===== src/rtl/hmc_pkg.sv =====
// Types, constants and register map of the hvac mode controller.
package hmc_pkg;

  // Field widths
  localparam int unsigned TIMER_WIDTH    = 16;
  localparam int unsigned TEMP_WIDTH     = 12;
  localparam int unsigned HYST_WIDTH     = 8;
  localparam int unsigned SEC_WIDTH      = 16;
  localparam int unsigned CFG_DATA_WIDTH = 16;
  localparam int unsigned CFG_IDX_WIDTH  = 3;
  localparam int unsigned MODE_WIDTH     = 2;

  // Widths for the compares: temperature against setpoint +/- margin,
  // timer against the minimum times
  localparam int unsigned CMP_WIDTH  = TEMP_WIDTH + 2;
  localparam int unsigned TCMP_WIDTH = (TIMER_WIDTH > SEC_WIDTH) ? TIMER_WIDTH : SEC_WIDTH;

  typedef logic signed [TEMP_WIDTH-1:0]  temp_t;
  typedef logic signed [CMP_WIDTH-1:0]   cmp_t;
  typedef logic        [TIMER_WIDTH-1:0] timer_t;
  typedef logic        [TCMP_WIDTH-1:0]  tcmp_t;
  typedef logic        [HYST_WIDTH-1:0]  hyst_t;
  typedef logic        [SEC_WIDTH-1:0]   sec_t;
  typedef logic        [MODE_WIDTH-1:0]  mode_code_t;
  typedef logic        [CFG_IDX_WIDTH-1:0] cfg_idx_t;

  // Register indexes
  localparam cfg_idx_t REG_COOL_SETPOINT = 3'd0;
  localparam cfg_idx_t REG_HEAT_SETPOINT = 3'd1;
  localparam cfg_idx_t REG_HYSTERESIS    = 3'd2;
  localparam cfg_idx_t REG_MIN_COOL_ON   = 3'd3;
  localparam cfg_idx_t REG_MIN_HEAT_ON   = 3'd4;
  localparam cfg_idx_t REG_MIN_COOL_OFF  = 3'd5;
  localparam cfg_idx_t REG_MIN_HEAT_OFF  = 3'd6;

  // Register reset values
  localparam temp_t COOL_SETPOINT_RST = temp_t'(250);
  localparam temp_t HEAT_SETPOINT_RST = temp_t'(200);
  localparam hyst_t HYSTERESIS_RST    = hyst_t'(5);
  localparam sec_t  MIN_SECONDS_RST   = sec_t'(300);

  // Mode codes as shown on the result channel
  localparam mode_code_t MODE_OFF  = 2'd0;
  localparam mode_code_t MODE_COOL = 2'd1;
  localparam mode_code_t MODE_HEAT = 2'd2;

  // Controller state, one-hot
  typedef enum logic [2:0] {
    ST_OFF  = 3'b001,
    ST_COOL = 3'b010,
    ST_HEAT = 3'b100
  } mode_state_e;

  // Configuration register set
  typedef struct packed {
    temp_t cool_setpoint;
    temp_t heat_setpoint;
    hyst_t hysteresis;
    sec_t  min_cool_on;
    sec_t  min_heat_on;
    sec_t  min_cool_off;
    sec_t  min_heat_off;
  } cfg_t;

  // One result beat
  typedef struct packed {
    logic       cooling_on;
    logic       heating_on;
    mode_code_t mode;
    logic       switched;
  } result_t;

endpackage


===== src/rtl/hvac_mode_controller.sv =====
// Top level of the hvac mode controller: input register, mode logic, result register.
//
// Use: each input beat (temperature_i, second_tick_i) yields exactly one result
// beat (cooling_on_o, heating_on_o, mode_o, switched_o), in order.
// Input channel in_valid_i/in_ready_o, result channel out_valid_o/out_ready_i.
// Configuration: write cfg_data_i to register cfg_index_i with cfg_valid_i;
// cfg_ready_o is always high; indexes beyond six are dropped. Write only while
// no item is in flight.
// Path: an accepted beat is held in the input register, then loaded into the
// result register, from which it is shown on the result channel.
// Throughput: one item per cycle while out_ready_i stays high; the input register
// feeds the mode logic and result register in one step, and the mode/timer
// registers update as the item moves into the result register.
// Stall: while the receiver holds out_ready_i low the result holds; one more
// item may wait in the input register, then in_ready_o drops.
// Reset: both drives off, mode off, timer zero, registers at their defaults,
// both pipeline slots empty.
module hvac_mode_controller (
  input  logic                               clk_i,
  input  logic                               rst_ni,
  input  logic                               in_valid_i,
  output logic                               in_ready_o,
  input  logic signed [hmc_pkg::TEMP_WIDTH-1:0] temperature_i,
  input  logic                               second_tick_i,
  output logic                               out_valid_o,
  input  logic                               out_ready_i,
  output logic                               cooling_on_o,
  output logic                               heating_on_o,
  output logic [hmc_pkg::MODE_WIDTH-1:0]     mode_o,
  output logic                               switched_o,
  input  logic                               cfg_valid_i,
  output logic                               cfg_ready_o,
  input  logic [hmc_pkg::CFG_IDX_WIDTH-1:0]  cfg_index_i,
  input  logic [hmc_pkg::CFG_DATA_WIDTH-1:0] cfg_data_i
);

  hmc_pkg::cfg_t    cfg;
  hmc_pkg::result_t result;
  hmc_pkg::result_t res_q;
  hmc_pkg::temp_t   temp_q;
  logic             tick_q;
  logic             in_vld_q, out_vld_q;
  logic             step;

  // Configuration writes are always taken
  assign cfg_ready_o = 1'b1;

  hmc_cfg_regs u_cfg (
    .clk_i     (clk_i),
    .rst_ni    (rst_ni),
    .wr_en_i   (cfg_valid_i),
    .wr_idx_i  (cfg_index_i),
    .wr_data_i (cfg_data_i),
    .cfg_o     (cfg)
  );

  // Advance the held item when the result register is free or being drained
  assign step       = in_vld_q && (!out_vld_q || out_ready_i);
  assign in_ready_o = !in_vld_q || step;

  // Input register
  always_ff @(posedge clk_i or negedge rst_ni) begin
    if (!rst_ni) begin
      in_vld_q <= 1'b0;
    end else if (in_ready_o) begin
      in_vld_q <= in_valid_i;
    end
  end

  always_ff @(posedge clk_i) begin
    if (in_valid_i && in_ready_o) begin
      temp_q <= temperature_i;
      tick_q <= second_tick_i;
    end
  end

  hmc_mode_fsm u_fsm (
    .clk_i         (clk_i),
    .rst_ni        (rst_ni),
    .step_i        (step),
    .temperature_i (temp_q),
    .second_tick_i (tick_q),
    .cfg_i         (cfg),
    .result_o      (result)
  );

  // Result register: load on step, drop the valid when drained with nothing behind
  always_ff @(posedge clk_i or negedge rst_ni) begin
    if (!rst_ni) begin
      out_vld_q <= 1'b0;
    end else if (step) begin
      out_vld_q <= 1'b1;
    end else if (out_ready_i) begin
      out_vld_q <= 1'b0;
    end
  end

  // Hold both drives off until the first result beat is loaded
  always_ff @(posedge clk_i or negedge rst_ni) begin
    if (!rst_ni) begin
      res_q.cooling_on <= 1'b0;
      res_q.heating_on <= 1'b0;
      res_q.mode       <= hmc_pkg::MODE_OFF;
      res_q.switched   <= 1'b0;
    end else if (step) begin
      res_q <= result;
    end
  end

  assign out_valid_o  = out_vld_q;
  assign cooling_on_o = res_q.cooling_on;
  assign heating_on_o = res_q.heating_on;
  assign mode_o       = res_q.mode;
  assign switched_o   = res_q.switched;

endmodule


===== src/rtl/hmc_cfg_regs.sv =====
// Configuration register file of the hvac mode controller.
module hmc_cfg_regs (
  input  logic              clk_i,
  input  logic              rst_ni,
  input  logic              wr_en_i,
  input  hmc_pkg::cfg_idx_t wr_idx_i,
  input  logic [hmc_pkg::CFG_DATA_WIDTH-1:0] wr_data_i,
  output hmc_pkg::cfg_t     cfg_o
);

  hmc_pkg::cfg_t cfg_d, cfg_q;

  // Decode the write beat into the addressed register; drop unknown indexes
  always_comb begin
    cfg_d = cfg_q;
    if (wr_en_i) begin
      unique case (wr_idx_i)
        hmc_pkg::REG_COOL_SETPOINT:
          cfg_d.cool_setpoint = hmc_pkg::temp_t'(wr_data_i[hmc_pkg::TEMP_WIDTH-1:0]);
        hmc_pkg::REG_HEAT_SETPOINT:
          cfg_d.heat_setpoint = hmc_pkg::temp_t'(wr_data_i[hmc_pkg::TEMP_WIDTH-1:0]);
        hmc_pkg::REG_HYSTERESIS:
          cfg_d.hysteresis = wr_data_i[hmc_pkg::HYST_WIDTH-1:0];
        hmc_pkg::REG_MIN_COOL_ON:  cfg_d.min_cool_on  = wr_data_i[hmc_pkg::SEC_WIDTH-1:0];
        hmc_pkg::REG_MIN_HEAT_ON:  cfg_d.min_heat_on  = wr_data_i[hmc_pkg::SEC_WIDTH-1:0];
        hmc_pkg::REG_MIN_COOL_OFF: cfg_d.min_cool_off = wr_data_i[hmc_pkg::SEC_WIDTH-1:0];
        hmc_pkg::REG_MIN_HEAT_OFF: cfg_d.min_heat_off = wr_data_i[hmc_pkg::SEC_WIDTH-1:0];
        default: ;
      endcase
    end
  end

  always_ff @(posedge clk_i or negedge rst_ni) begin
    if (!rst_ni) begin
      cfg_q.cool_setpoint <= hmc_pkg::COOL_SETPOINT_RST;
      cfg_q.heat_setpoint <= hmc_pkg::HEAT_SETPOINT_RST;
      cfg_q.hysteresis    <= hmc_pkg::HYSTERESIS_RST;
      cfg_q.min_cool_on   <= hmc_pkg::MIN_SECONDS_RST;
      cfg_q.min_heat_on   <= hmc_pkg::MIN_SECONDS_RST;
      cfg_q.min_cool_off  <= hmc_pkg::MIN_SECONDS_RST;
      cfg_q.min_heat_off  <= hmc_pkg::MIN_SECONDS_RST;
    end else begin
      cfg_q <= cfg_d;
    end
  end

  assign cfg_o = cfg_q;

endmodule


===== src/rtl/hmc_mode_fsm.sv =====
// Mode state machine and seconds-in-mode timer of the hvac mode controller.
module hmc_mode_fsm (
  input  logic             clk_i,
  input  logic             rst_ni,
  input  logic             step_i,
  input  hmc_pkg::temp_t   temperature_i,
  input  logic             second_tick_i,
  input  hmc_pkg::cfg_t    cfg_i,
  output hmc_pkg::result_t result_o
);

  hmc_pkg::mode_state_e mode_d, mode_q;
  hmc_pkg::timer_t      timer_d, timer_q;
  hmc_pkg::timer_t      timer_inc;
  hmc_pkg::tcmp_t       timer_ext;
  hmc_pkg::cmp_t        temp_x, cool_x, heat_x, hyst_x;
  logic                 cool_stop, heat_stop, cool_start, heat_start;
  logic                 sw;

  // Advance the timer on a tick, saturating at its maximum
  always_comb begin
    timer_inc = timer_q;
    if (second_tick_i && (timer_q != '1)) begin
      timer_inc = timer_q + hmc_pkg::timer_t'(1);
    end
  end

  // Widen the operands for exact compares
  assign timer_ext = hmc_pkg::tcmp_t'(timer_inc);
  assign temp_x    = hmc_pkg::cmp_t'(temperature_i);
  assign cool_x    = hmc_pkg::cmp_t'(cfg_i.cool_setpoint);
  assign heat_x    = hmc_pkg::cmp_t'(cfg_i.heat_setpoint);
  assign hyst_x    = hmc_pkg::cmp_t'($signed({1'b0, cfg_i.hysteresis}));

  assign cool_stop  = (timer_ext >= hmc_pkg::tcmp_t'(cfg_i.min_cool_on)) &&
                      (temp_x < (cool_x - hyst_x));
  assign heat_stop  = (timer_ext >= hmc_pkg::tcmp_t'(cfg_i.min_heat_on)) &&
                      (temp_x > (heat_x + hyst_x));
  assign cool_start = (temp_x > cool_x) &&
                      (timer_ext >= hmc_pkg::tcmp_t'(cfg_i.min_cool_off));
  assign heat_start = (temp_x < heat_x) &&
                      (timer_ext >= hmc_pkg::tcmp_t'(cfg_i.min_heat_off));

  // Pick the next mode; cooling wins over heating from off
  always_comb begin
    mode_d = mode_q;
    unique case (mode_q)
      hmc_pkg::ST_COOL: if (cool_stop) mode_d = hmc_pkg::ST_OFF;
      hmc_pkg::ST_HEAT: if (heat_stop) mode_d = hmc_pkg::ST_OFF;
      hmc_pkg::ST_OFF: begin
        if (cool_start) begin
          mode_d = hmc_pkg::ST_COOL;
        end else if (heat_start) begin
          mode_d = hmc_pkg::ST_HEAT;
        end
      end
      default: mode_d = hmc_pkg::ST_OFF;
    endcase
  end

  // Clear the timer on every transition
  assign sw      = (mode_d != mode_q);
  assign timer_d = sw ? '0 : timer_inc;

  always_ff @(posedge clk_i or negedge rst_ni) begin
    if (!rst_ni) begin
      mode_q  <= hmc_pkg::ST_OFF;
      timer_q <= '0;
    end else if (step_i) begin
      mode_q  <= mode_d;
      timer_q <= timer_d;
    end
  end

  // Build the result beat from the mode after this item
  always_comb begin
    result_o.cooling_on = (mode_d == hmc_pkg::ST_COOL);
    result_o.heating_on = (mode_d == hmc_pkg::ST_HEAT);
    result_o.switched   = sw;
    unique case (mode_d)
      hmc_pkg::ST_COOL: result_o.mode = hmc_pkg::MODE_COOL;
      hmc_pkg::ST_HEAT: result_o.mode = hmc_pkg::MODE_HEAT;
      default:          result_o.mode = hmc_pkg::MODE_OFF;
    endcase
  end

endmodule


===== config.mk =====
export PLATFORM = sky130hd
export DESIGN_NAME = hvac_mode_controller
export DESIGN_NICKNAME = d
export VERILOG_FILES = /design/src/rtl/hmc_pkg.sv /design/src/rtl/hvac_mode_controller.sv /design/src/rtl/hmc_cfg_regs.sv /design/src/rtl/hmc_mode_fsm.sv
export SDC_FILE = /design/constraint.sdc
export NUM_CORES = 1
export LEC_CHECK = 0
export BUFFER_PORTS_ARGS = -buffer_cell sky130_fd_sc_hd__buf_4
export CORE_MARGIN = 2
export CORE_UTILIZATION = 48
export CTS_BUF_LIST = sky130_fd_sc_hd__clkbuf_16
export DETAILED_ROUTE_END_ITERATION = 7
export SYNTH_ARGS = -nofsm -noshare
export SYNTH_HDL_FRONTEND = slang
export SYNTH_SLANG_ARGS = --single-unit

===== constraint.sdc =====
create_clock -name clk_i -period 5.8 [get_ports clk_i]
set_input_delay 0.29 -clock clk_i [delete_from_list [all_inputs] [get_ports clk_i]]
set_output_delay 0.29 -clock clk_i [all_outputs]
set_load 0.03 [all_outputs]

# == After elaboration in Yosys (flattened, before gate mapping) ==
# Cells that the tools add are included.
# totals
reg_bits,135
latch_bits,0
ram_bits,0
mem_bits_ro,0
input_bits,37
out_inout_bits,8
mem_count,0
# op_classes
n_addsub,3
multipliers,0
div,0
magnitude_cmp,8
n_eq_ne,13
shift,0
muxes,10
bitwise,0
reduce_logical,20
# ops
cell,count
16-bit >= comparator,4
16-bit 2-to-1 mux,2
16-bit by 1-bit adder with 16-bit output (second input constant),1
16-bit != test (second input constant),1
3-bit equality test (second input constant),5
2-bit AND reduction,7
12-bit by 9-bit adder with 13-bit output,1
12-bit by 13-bit > comparator with 1-bit output,1
12-bit by 13-bit < comparator with 1-bit output,1
12-bit by 9-bit subtractor with 13-bit output,1
3-bit by 2-bit equality test with 1-bit output (second input constant),4
12-bit > comparator,1
12-bit < comparator,1
3-bit 2-to-1 mux,4
3-bit case mux with 3 select lines,1
1-bit logical AND,7
3-bit by 1-bit equality test with 1-bit output (second input constant),2
2-bit case mux with 2 select lines,1
3-bit zero test,1
3-bit != test,1
1-bit zero test,2
1-bit logical OR,2
1-bit 2-to-1 mux,2
2-bit nonzero test,1

# == Longest topological paths before layout ==
# logic_depth
ltp_word,10
mapped_depth,25
mapped_depth_nobuf,23

# == By module ==
# Synthesis repeated with hierarchy kept, for this count alone.
# unflattened
cells_unflattened,856
hier_area_um2,9263.9
# modules_own_cells
mod,n_inst,cells_per_inst,area_per_inst_um2,seq_area_each_um2
hmc_mode_fsm,1,614,4852.2,476.7
hmc_cfg_regs,1,208,3703.6,2436.1
hvac_mode_controller,1,34,708.2,565.5

# == Worst setup path after synthesis ==
# No wires, ideal clock.
# synth_path
path_kind,register to register
from,register u_cfg.cfg_q (netlist bit u_cfg.cfg_o[64])
to,register u_fsm.timer_q[12]
setup_ps,126
t_arrival_ps,4584
path_slack_ps,1090
stages_incl_launch_ff,23
path_buffers,0
period_less_slack_ps,4710
path_cell_list,dfstp_2 -> ha_1 -> inv_1 -> fa_1 -> nand2_1 -> nand2_1 -> a21oi_1 -> o21ai_0 -> a21oi_1 -> nor2b_1 -> o21a_1 -> nor4_1 -> a21oi_1 -> ha_1 -> and4_1 -> and2_1 -> or3b_1 -> a31oi_1 -> o32ai_1 -> nor4b_4 -> a311oi_4 -> nor2_1 -> a221o_1
# synth_between
elab_chain_cells,7
word_cells_on_any_way,11
# synth_rtl
element,line,source
start: declaration,hmc_cfg_regs.sv:11,"hmc_pkg::cfg_t cfg_d, cfg_q;"
start signal: assignment,hmc_cfg_regs.sv:43,cfg_q <= cfg_d;
12-bit by 9-bit adder with 13-bit output / 12-bit by 9-bit subtractor with 13-bit output (equally long branches),"hmc_mode_fsm.sv:38, hmc_mode_fsm.sv:36",
12-bit by 13-bit > comparator with 1-bit output / 12-bit by 13-bit < comparator with 1-bit output (equally long branches),"hmc_mode_fsm.sv:38, hmc_mode_fsm.sv:36",
1-bit logical AND (on tied branches),"hmc_mode_fsm.sv:37, hmc_mode_fsm.sv:35",
3-bit 2-to-1 mux (on tied branches),"hmc_mode_fsm.sv:49, hmc_mode_fsm.sv:48",
3-bit case mux with 3 select lines (*),hmc_mode_fsm.sv:47,unique case (mode_q)
3-bit != test (*),hmc_mode_fsm.sv:62,assign sw = (mode_d != mode_q);
16-bit 2-to-1 mux (*),hmc_mode_fsm.sv:63,assign timer_d = sw ? '0 : timer_inc;
end signal: assignment,hmc_mode_fsm.sv:71,timer_q <= timer_d;
end: declaration,hmc_mode_fsm.sv:13,"hmc_pkg::timer_t timer_d, timer_q;"
# Every way passes the cells marked *; elsewhere a longest branch is shown, timed or not.
# A chain may end at the register's enable or synchronous reset.

# == Worst setup path after layout ==
# layout_path
from,register u_cfg.cfg_q (netlist bit u_cfg.cfg_o[64])
to,register u_fsm.timer_q[15]
# Same word-level chain as after synthesis.

==> summary.txt <==
CTS
  • CTS root buffer: clkbuf_16
  • Total setup buffers inserted after CTS: 0
  • Clk pin slew, worst setup/hold paths: approximately 0.070 ns
  • H-tree depth: 4
  • Clock sink total: between 100 and 150
  • Worst skew pair latency: around 0.43 ns
  • Post-CTS resize count: 0
  • Total CTS buffers: 17
  • CTS tree: done
  • Post-CTS Hold Buffers: 1
  • CTS max path bufs: 2

Placed design
  • Gp weighted congestion: 0.8332
  • Post-DP HPWL: about 16,000 um
  • Cell Area, Placed: ~9600 um^2
  • Quantity of I/O buffers inserted on ports: 43

Critical path
  • CP arrival: 5.70 ns
  • CP Launch Type: flop
  • Setup Crit Path Kind: reg -> reg
  • R2R Setup Slk: just over 0.4 ns
  • Setup crit end kind: flop
  • WP data required: approximately 6.1 ns
  • CP Max Fanout: 18

Finish
  • Cell area after layout: between 10,000 and 15,000 um^2
  • Nets@finish: roughly 1,200
  • Layout area overhead: 13.25%
  • Commonest non-fill, non-tap cell in the layout: ha_1
  • Most frequent cells in the layout: 129 x ha_1, 111 x inv_1, 101 x nand2_1, 93 x dfrtp_1, 78 x o21ai_0
  • Ant. Diodes: 0
  • Layout cells sized above 1: between 15 and 20%

Outcome
  • Outcome: completed

Timing
  • Clock Skews: ~0.0086 ns
  • Hold WS: about 0.031 ns
  • Fin crit share: about 93%
  • Slew HR: a little over a quarter
  • Final setup TNS: 0 ns
  • Slew Limit Fails: 0
  • Fin. Hold Viols: 0
  • # setup viols final: 0
  • RSZ-0062 raised after global routing: no
  • Worst Max-Slew Pin Slew: 1.096 ns
  • Min Tclk post-route: between 5 and 6 ns
  • Fmax: around 0.19 GHz

Power
  • Sw Share: between 30% and 40%
  • VDD IR-drop max: between 0.2 and 0.25 mV
  • Seq pwr share: roughly a third
  • Leak pwr: between 0.004 and 0.005 uW
  • Clock power share: a little over a quarter
  • Internal power: ~2500 uW
  • Pwr per Cell Area: ~390 nW/um^2
  • Net Switching: between 1000 and 1500 uW
  • Gate power share: about two fifths

Floorplanning
  • Starting density of the core: between 40% and 50%
  • Die Height: approximately 140 um
  • Die Wd: between 100 and 150 um
  • Total core area: between 15,000 and 20,000 um^2
  • Row Count: 50
  • Die area: roughly 20,000 um^2
  • Top-Level Pins: 45

Global route
  • Largest net degree at the start of global routing: between 60 and 70
  • Vias in the first global route: around 6,500
  • Initial antenna violation count: 0
  • GRT Total Usage: ~22%
  • First-pass GRT wire length: 34,250 um
  • Total gr overflow: 0

Synth
  • Synth unique cells: 65
  • Yosys reg bits: approximately 130
  • Net Count, Synth: ~1,100
  • Syn Area/Cell: 9.673 um^2
  • Ys async rst share: between 90% and 100%
  • Ys Warns: 0
  • Mapped Area: approximately 9000 um^2
  • Number of synthesized flops with an enable pin: 13
  • Cells after synthesis: 930
  • Dominant synthesized flop cell: dfrtp_1
  • Post-synthesis sequential area ratio: a little under two fifths

Detailed routing
  • DRC viols: 0
  • Total wire length: 20,530 um
  • Mean number of vias per cell: 5.489
  • Routed vias: between 6,000 and 7,000
  • Mean routed wirelength per cell: 16.70 um
  • DRT antenna net count: 0
  • DR pass1 iterations: 4
  • DRT iter0 DRCs: roughly 420

Flow run
  • Max_cap viols: 0

Hold path
  • Worst Hold Class: in -> reg
## metrics by stage
step | cells | util (%) | worst slack (ns) | power [uW]
after floorplan | 930 | - | 1.090 | 2469
after global placement | 1196 | 51.95 | 0.6208 | 2891
after detailed placement | 1196 | 51.95 | 0.4766 | 2914
after CTS | 1229 | 55.02 | 0.4349 | 3968
after global routing | 1229 | 55.02 | 0.03194 | 4276
final | 1229 | 55.02 | 0.4109 | 3943
## power groups by stage
| stage | Clock, uW | Sequential (uW) | Combinational (uW) |
|---|---|---|---|
| floorplan | 0 | 1310 | 1160 |
| global placement | 0 | 1340 | 1550 |
| detailed placement | 0 | 1350 | 1570 |
| CTS | 1050 | 1330 | 1590 |
| global route | 1090 | 1360 | 1820 |
| finish | 1030 | 1330 | 1580 |
## kinds of logic after synthesis
| family | after synthesis | synth area share, % |
|---|---|---|
| XOR/XNOR | 29 | 2.823 |
| AND/OR/NAND/NOR | 235 | 13.10 |
| other | 1 | 0.04168 |
| adder cells (fa/ha/maj) | 131 | 18.39 |
| flip-flops | 134 | 38.39 |
| AO/OA/AOI/OAI | 211 | 14.83 |
| buffers and inverters | 138 | 6.050 |
| multiplexers | 51 | 6.384 |
## path summary, 6_finish.rpt
path | start | end | depth (start not counted)
worst min register to register | heating_on_o | heating_on_o | 2
max in group asynchronous | rst_ni | u_fsm.timer_q[14] | 3
worst max-delay path | u_cfg.cfg_o[64] | u_fsm.timer_q[15] | 23
worst min-delay path | temperature_i[9] | temp_q[9] | 1
min in group asynchronous | rst_ni | u_cfg.cfg_o[71] | 2
worst max register to register | u_cfg.cfg_o[64] | u_fsm.timer_q[15] | 23
## cell type report
cell class | count | area (um^2)
fillers | 1694 | 8329
multi-input cells | 658 | 5014
flip-flops and latches | 134 | 3453
repair buffers | 60 | 452.9
clock buffers | 17 | 425.4
inverters | 111 | 416.7
well taps | 234 | 292.8
clock inverters | 15 | 133.9
## synth_stat cells (all sizes together) (3+ instances only)
cell type    n  area, um^2
o21a         7       52.55
nand4b       4       35.03
a31oi        6       37.54
o32ai        3       26.28
o21bai       3       22.52
dfrtp       93        2327
o21ai       78       390.4
mux2        51       574.3
a211oi      12       95.09
ha         129        1614
a21o        18       135.1
nand3       20       100.1
nor3        12       65.06
nor2b        8       50.05
a22o         3       26.28
and2         3       18.77
or3         10       62.56
dfstp       28       735.7
nor2        26       100.1
o211ai       5       37.54
o31ai        7       52.55
and4         5       43.79
nand3b       4       30.03
xnor2       21       183.9
edfxtp      13       390.4
nand2      101       379.1
a21oi       46       230.2
nand4       13       81.33
nor4         4       25.02
xor2         8       70.07
clkbuf      20       75.07
nor3b        4       30.03
a211o        4       35.03
nand2b      13       81.33
buf          7       52.54
inv        111       416.7
## layer usage
metal / track usage (%) / up-vias / wire, um
met2: 33.50 / 113 / 9011
met4: 5.895 / 0 / 267
li1: - / 3405 / -
met1: 32.89 / 3210 / 10530
met5: 0 / - / 0
met3: 3.635 / 18 / 721
## critical path, stage by stage, from the launching register on
cell	delay [ns]
dfstp_2	0.54
ha_1	0.17
inv_1	0.05
fa_1	0.40
nand2_1	0.09
nand2_1	0.05
a21oi_1	0.22
o21ai_0	0.12
a21oi_1	0.23
nor2b_1	0.09
o21a_1	0.21
nor4_1	0.34
a21oi_1	0.15
ha_1	0.34
and4_1	0.24
and2_1	0.18
or3b_1	0.35
a31oi_1	0.24
o32ai_1	0.15
nor4b_4	0.18
a311oi_4	0.26
buf_4	0.28
nor2_1	0.08
a221o_1	0.29
## state kept, by name, summed over array words and instances (netlist names)
register       cells
u_cfg.cfg_o       96
u_fsm.timer_q     16
temp_q            12
u_fsm.mode_q       3
mode_o             2
heating_on_o       1
in_vld_q           1
out_valid_o        1
switched_o         1
tick_q             1
No activity file was read; power rests on OpenSTA's default activity.
